<file path="src/rtl/rzts_pkg.sv">
`timescale 1ns / 1ps

package rzts_pkg;

  localparam int CFG_DATA_W = 12;
  localparam int CFG_IDX_W  = 2;
  localparam int WLEN_W     = 7;
  localparam int ELVL_W     = 12;
  localparam int HLEN_W     = 8;

  // Compare scale: the threshold carries 8 fraction bits, squared gives 16.
  localparam int LHS_SHIFT = 16;

  localparam logic [CFG_IDX_W-1:0] REG_WINDOW_LEN  = 2'd0;
  localparam logic [CFG_IDX_W-1:0] REG_ENTRY_LEVEL = 2'd1;
  localparam logic [CFG_IDX_W-1:0] REG_HOLD_LEN    = 2'd2;

  localparam logic [WLEN_W-1:0] WINDOW_LEN_RST  = 7'd20;
  localparam logic [ELVL_W-1:0] ENTRY_LEVEL_RST = 12'd256;
  localparam logic [HLEN_W-1:0] HOLD_LEN_RST    = 8'd5;

  localparam logic signed [1:0] SIG_NONE = 2'sb00;
  localparam logic signed [1:0] SIG_BUY  = 2'sb01;
  localparam logic signed [1:0] SIG_SELL = 2'sb11;

  // Datapath step issued by the controller each cycle.
  typedef enum logic [3:0] {
    OP_NONE,
    OP_LOAD,
    OP_SQX,
    OP_SQO,
    OP_SUB,
    OP_VAR,
    OP_DSQ,
    OP_RLO,
    OP_RHI,
    OP_SUMR,
    OP_FINISH
  } dp_op_t;

endpackage

</file>
<file path="src/rtl/rzts_ctrl.sv">
`timescale 1ns / 1ps

module rzts_ctrl
  import rzts_pkg::*;
(
  input  logic   clk,
  input  logic   rst_n,
  input  logic   in_valid,
  output logic   in_ready,
  output logic   out_valid,
  input  logic   out_ready,
  output dp_op_t dp_op
);

  typedef enum logic [3:0] {
    ST_IDLE,
    ST_SQX,
    ST_SQO,
    ST_SUB,
    ST_VAR,
    ST_DSQ,
    ST_RLO,
    ST_RHI,
    ST_SUMR,
    ST_DONE
  } state_t;

  state_t state_r, state_nxt;
  logic   out_valid_r, out_valid_nxt;

  always_comb begin
    state_nxt     = state_r;
    out_valid_nxt = out_valid_r;
    dp_op         = OP_NONE;
    if (out_valid_r && out_ready) begin
      out_valid_nxt = 1'b0;
    end
    case (state_r)
      ST_IDLE: begin
        if (in_valid) begin
          dp_op     = OP_LOAD;
          state_nxt = ST_SQX;
        end
      end
      ST_SQX: begin
        dp_op     = OP_SQX;
        state_nxt = ST_SQO;
      end
      ST_SQO: begin
        dp_op     = OP_SQO;
        state_nxt = ST_SUB;
      end
      ST_SUB: begin
        dp_op     = OP_SUB;
        state_nxt = ST_VAR;
      end
      ST_VAR: begin
        dp_op     = OP_VAR;
        state_nxt = ST_DSQ;
      end
      ST_DSQ: begin
        dp_op     = OP_DSQ;
        state_nxt = ST_RLO;
      end
      ST_RLO: begin
        dp_op     = OP_RLO;
        state_nxt = ST_RHI;
      end
      ST_RHI: begin
        dp_op     = OP_RHI;
        state_nxt = ST_SUMR;
      end
      ST_SUMR: begin
        dp_op     = OP_SUMR;
        state_nxt = ST_DONE;
      end
      ST_DONE: begin
        // hold until the output register is free
        if (!out_valid_r || out_ready) begin
          dp_op         = OP_FINISH;
          out_valid_nxt = 1'b1;
          state_nxt     = ST_IDLE;
        end
      end
      default: begin
        state_nxt = ST_IDLE;
      end
    endcase
  end

  always_ff @(posedge clk) begin
    if (!rst_n) begin
      state_r     <= ST_IDLE;
      out_valid_r <= 1'b0;
    end else begin
      state_r     <= state_nxt;
      out_valid_r <= out_valid_nxt;
    end
  end

  assign in_ready  = (state_r == ST_IDLE);
  assign out_valid = out_valid_r;

endmodule

</file>
<file path="config.mk">
export PLATFORM = sky130hd
export DESIGN_NAME = rzts_ctrl
export DESIGN_NICKNAME = d
export VERILOG_FILES = /design/src/rtl/rzts_pkg.sv /design/src/rtl/rzts_ctrl.sv
export SDC_FILE = /design/constraint.sdc
export NUM_CORES = 1
export LEC_CHECK = 0
export ABC_CLOCK_PERIOD_IN_PS = 3600
export BUFFER_PORTS_ARGS = -buffer_cell sky130_fd_sc_hd__buf_2
export CORE_AREA = 4 4 41 43
export DETAILED_ROUTE_END_ITERATION = 12
export DIE_AREA = 0 0 45 47
export GPL_ROUTABILITY_DRIVEN = 1
export HOLD_SLACK_MARGIN = 0.06
export PLACE_DENSITY = 0.4
export SETUP_SLACK_MARGIN = 0.5
export SLEW_MARGIN = 10
export SYNTH_ARGS = -nofsm -noshare
export SYNTH_HDL_FRONTEND = slang
export SYNTH_SLANG_ARGS = --single-unit
</file>
<file path="constraint.sdc">
create_clock -name clk -period 3.6 [get_ports clk]
set_input_delay 0.18 -clock clk [delete_from_list [all_inputs] [get_ports clk]]
set_output_delay 0.18 -clock clk [all_outputs]
set_load 0.005 [all_outputs]
</file>
==> run summary, run 1 <==
Worst-path cell chain: or4_4, inv_1, buf_2
Routed WL per cell: 10.5 µm
Final setup vio count: 0
Top cell family by delay on the critical path: simple AND/OR/NAND/NOR gates
Pwr Density: 473 mW/mm²
TritonCTS buffer count: 3
PortBufs: 9
Ratio of cells with drive above 1 in the final layout: 0.333
CP required: 3.42 ns
Setup ws final: 2.07 ns
Via count: 289
Initial drt markers: 9
Clk sinks: 5
Crit end category: output pin
First-pass DRT Iterations: 4
Netlist cell types: 22
Setup crit start kind: flop
Slew margin rel.: 0.798
Die height: 47 µm
Vias per inst: 4.59
Antenna violations before repair: 0
CTS tree: yes
Combinational cell fraction of total power: 0.241
CP Max Fanout: 9
Antenna Nets Post-Route: 0
Synth-to-Final Area Change: 22.5%
Worst slew pin tran: 0.303 ns
Vias in the first global route: 286
Mapped cell area: 300 µm²
Syn. warnings: 0
DP Worst Slack: 2.30 ns
Root Buffer: clkbuf_4
Largest net degree at the start of global routing: 12
CTS Hold Bufs: 0
First-pass GRT wire length: 1170 µm
Pins Over Slew Limit: 0
RD Place Congestion: 0.666
Sequential group share of total power: 0.398
Psw: 49.5 µW
Core area: 0.00130 mm²
Arr. time, crit path: 1.35 ns
Ant. Diodes: 0
Net Sw Frac: 0.284
Cells after Synth: 37
Final nets: 53
Final Non-Filler Cells: 63
Clock-pin slew on the worst setup and hold paths: 0.04 ns
Part of the cycle the worst path needs: 0.426
Total Power: 174 µW
H-tree levels: 1
Gr ovfl total: 0
Initial Util: 0.231
Status: finished, final reports clean
Resized Gates After CTS: 0
Setup Buffers After CTS: 0
Area share of the largest cell type after synthesis: 0.333
Worst path slowest cell: or4_4
Met2 usage: 0.102
Post-Place Cells: 59
Static Leakage: 0.000159 µW
Met3 Use GR: 0.0383
Mean Syn Cell Area: 8.12 µm²
HP Class: input port to flop
Crit-path max cell delay: 0.57 ns
Final Hold Vio Count: 0
Sequential area share after synthesis: 0.333
Busiest layer in global routing: met1
Die W: 45 µm
Largest cells by area after synthesis: dfxtp_1, buf_6, nor2_1, nor2b_1, nand2_1
Die area: 0.00212 mm²
Max Root-Sink Buffers: 2
Critical path type: flop to output pin
I/O Pins: 10
Clock power frac: 0.361
Maximum VDD drop: 0.162 mV
RSZ-0062 raised after global routing: no
DRC violations left: 0
Final WL: 664 µm
FF+latch count, synth: 5
Final min period: 1.53 ns
Met1 usage: 0.103
Setup TNS: 0 ns
Max-cap violations: 0
Clk_skew: 0.00219 ns
Fill cells: 156
Row cnt: 13
Worst skew pair latency: 0.24 ns
Int Pwr: 125 µW
GRT Total Usage: 0.0791
Upper clock frequency limit: 652 MHz
Net Count, Synth: 41
Buf/Inv on CP: 2
Post-synth top area cell: dfxtp_1
-- per-stage QoR --
step	area [µm²]	util	hold slack, ns
after floorplan	300	-	0.307
after global placement	342	0.263	0.467
after detailed placement	342	0.263	0.470
after CTS	368	0.283	0.218
after global routing	368	0.283	0.208
final	368	0.283	0.222
-- layout by cell type (no fill, tap or decap) --
cell      netlist  layout
a211oi_1        1       1
a21oi_1         1       1
a22o_1          1       1
a31oi_1         1       1
and2_2          1       1
and2b_2         1       1
buf_2           0       9
clkbuf_1        0       1
clkbuf_4        0       3
dfxtp_1         5       5
inv_1           2       2
nand2_1         3       3
nand2b_1        1       1
nand3_1         1       1
nor2_1          5       5
nor2b_1         3       3
nor3_1          1       1
nor4_1          1       1
o211ai_1        1       1
o21ai_0         2       2
o21ai_2         1       1
or4_4           1       1
xnor2_1         1       1
xor2_1          1       1
-- cells in the mapped netlist --
cell type,instances
and2b_2,1
or4_4,1
a21oi_1,1
nor4_1,1
xnor2_1,1
nor3_1,1
o21ai_2,1
inv_1,2
nand3_1,1
buf_6,2
dfxtp_1,5
a211oi_1,1
o21ai_0,2
nor2b_1,3
nand2_1,3
a31oi_1,1
o211ai_1,1
and2_2,1
nand2b_1,1
a22o_1,1
nor2_1,5
xor2_1,1
-- power groups by stage --
stage	sequential [µW]	combinational [µW]	clock (µW)
after global routing	71.2	46.2	70.5
after CTS	69.5	42.6	66.2
after detailed placement	70.4	42.2	0
final	69.3	41.9	62.9
after floorplan	65.5	33.8	0
after global placement	71.1	42.5	0
-- layout make-up --
| cell class | count | area, µm² | share of cell area |
|---|---|---|---|
| multi-input cells | 28 | 170 | 0.463 |
| flip-flops and latches | 5 | 100 | 0.272 |
| repair buffers | 9 | 45.0 | 0.122 |
| clock buffers | 4 | 26.3 | 0.0714 |
| well taps | 15 | 18.8 | 0.0510 |
| inverters | 2 | 7.51 | 0.0204 |
-- flip-flops by register name, indices dropped and copies added (netlist names) --
register / flops
state_r: 4
out_valid: 1
-- final timing paths --
kind / start / end / depth (start not counted) / slack, ns
max: state_r[0] / in_ready / 3 / 2.07
min: rst_n / state_r[3] / 3 / 0.22
max reg2reg: state_r[0] / state_r[0] / 3 / 2.30
min reg2reg: state_r[3] / state_r[0] / 2 / 0.60
-- per-layer routing --
layer / wire length (µm) / part of all wire
met4: 0 / 0
met2: 308 / 0.46
met1: 310 / 0.47
met3: 46 / 0.069
met5: 0 / 0
-- worst min-delay path: stages --
cell and delay, ns:
buf_2 0.13, o21ai_2 0.06, a21oi_1 0.04
-- logic make-up after synthesis --
logic type | share of synthesized area
AOI/OAI and AO/OA | 0.179
buffers and inverters | 0.100
DFF | 0.333
xor gates and xnor gates | 0.0583
and+or+nand+nor | 0.329
Power figures use the tool's default switching activity.
==> inputs of run 2 (changes only) <==
Settings changed: ABC_CLOCK_PERIOD_IN_PS 3600 to 1500.
Clock period 3.6 ns to 1.5 ns, I/O delays scaled along.
==> run 2 against run 1 <==
Final cell count rose by 6.3%. Clock power is 140% higher. Highest routed layer unchanged. Worst setup slack lost 1.9 ns. Clock-buffer cell count unchanged. Largest power group unchanged. Critical path depth is the same. Sequential power is 130% higher. Critical endpoint unchanged. First-iteration DRC count decreased by 44%.
==> run summary, run 2 (same netlist as run 1, synthesis figures left out) <==
Status: finished, final reports clean
Net Sw Frac: 0.287
Fin area: 417 µm²
FF+latch area: 103 µm²
Root Buffer: clkbuf_4
Die height: 47 µm
Synth-to-Final Area Change: 38.8%
First-pass DRT Iterations: 4
Critical path type: flop to output pin
GRT Total Usage: 0.0808
Initial drt markers: 5
Met3 wire len: 49 µm
Max reg flops: 4
Setup crit start kind: flop
Arr. time, crit path: 1.23 ns
Pins Over Slew Limit: 0
PortBufs: 9
H-tree levels: 1
Routed WL per cell: 10.7 µm
First-pass GRT wire length: 1210 µm
Final min period: 1.31 ns
Fill cells: 156
TritonCTS buffer count: 3
Clock power frac: 0.338
Ant. Diodes: 0
Slew margin rel.: 0.840
Combinational cell fraction of total power: 0.301
Ratio of cells with drive above 1 in the final layout: 0.481
Vias per inst: 4.58
Clk_skew: 0.00290 ns
RD Place Congestion: 0.701
Crit end category: output pin
Cell Area, Placed: 357 µm²
Antenna Nets Post-Route: 0
CTS Hold Bufs: 0
Via count: 307
CP required: 1.42 ns
Static Leakage: 0.000184 µW
Clock-pin slew on the worst setup and hold paths: 0.04 ns
RSZ-0062 raised after global routing: yes
Part of the cycle the worst path needs: 0.873
Core area: 0.00130 mm²
Vias in the first global route: 288
Largest net degree at the start of global routing: 11
Antenna violations before repair: 0
Final nets: 57
Final setup vio count: 0
Sequential group share of total power: 0.360
I/O Pins: 10
Setup TNS: 0 ns
Metal-1 WL: 317 µm
Multi-input logic area: 183 µm²
CTS tree: yes
CP Max Fanout: 2
Worst slew pin tran: 0.240 ns
Pwr Density: 1080 mW/mm²
Commonest non-fill, non-tap cell in the layout: buf_2
Max-cap violations: 0
Final HPWL DP: 505 µm
Psw: 129 µW
Post-layout util: 0.320
Top Metal Used: met3
Row cnt: 13
DRC violations left: 0
Int Pwr: 321 µW
Hold path depth: 3
Clk sinks: 5
Maximum VDD drop: 0.520 mV
Upper clock frequency limit: 764 MHz
Routed wire length on met2: 354 µm
Worst skew pair latency: 0.24 ns
Most frequent cells in the layout: buf_2, nor2_1
Die W: 45 µm
Max Root-Sink Buffers: 2
Final WL: 720 µm
Largest Register: state_r
Reg2reg path depth: 4
Final Hold Vio Count: 0
Initial Util: 0.231
Die area: 0.00212 mm²
Gr ovfl total: 0
HP Class: input port to flop
==> run 2: what timing repair did <==
action                                  CTS  global route
pin swaps                                 1             0
gates cloned                              0             0
resized for setup                         4             4
buffers inserted                          2             0
endpoints found under the setup margin    7             8
==> run 2: cell type report <==
class / instances / share of cell area
flip-flops and latches: 5 / 0.246
repair buffers: 13 / 0.189
clock buffers: 4 / 0.0631
well taps: 15 / 0.0450
inverters: 2 / 0.0180
multi-input cells: 28 / 0.438
==> run 2: through the flow <==
stage / hold slack [ns] / power (µW) / cells / setup slack, ns
floorplan: 0.202 / 238 / 37 / 0.262
global placement: 0.346 / 279 / 61 / 0.317
detailed placement: 0.355 / 275 / 61 / 0.297
CTS: 0.101 / 450 / 67 / 0.188
global route: 0.108 / 488 / 67 / 0.144
finish: 0.108 / 450 / 67 / 0.191
==> run 2: routing by layer <==
metal,GRT usage,vias up
met4,0,0
met2,0.124,8
li1,-,156
met1,0.0961,143
met3,0.0613,0
met5,0,-
==> run 2: critical path: stages (launching register included) <==
cell     delay (ns)
dfxtp_1        0.30
or4_4          0.53
inv_1          0.06
buf_2          0.10
==> run 2: worst paths after layout <==
| check | start | to | slack (ns) |
|---|---|---|---|
| worst max-delay path | state_r[3] | in_ready | 0.19 |
| worst min-delay path | rst_n | state_r[0] | 0.11 |
| worst max register to register | state_r[3] | state_r[0] | 0.22 |
| worst min register to register | state_r[0] | state_r[0] | 0.57 |
==> run 2: power groups by stage <==
stage	clock network (µW)	logic [µW]	registers (µW)
2_1_floorplan	0	81.3	157
3_3_place_gp	0	118	161
3_5_place_dp	0	114	160
4_1_cts	162	128	160
5_1_grt	173	152	164
6_report	152	136	162
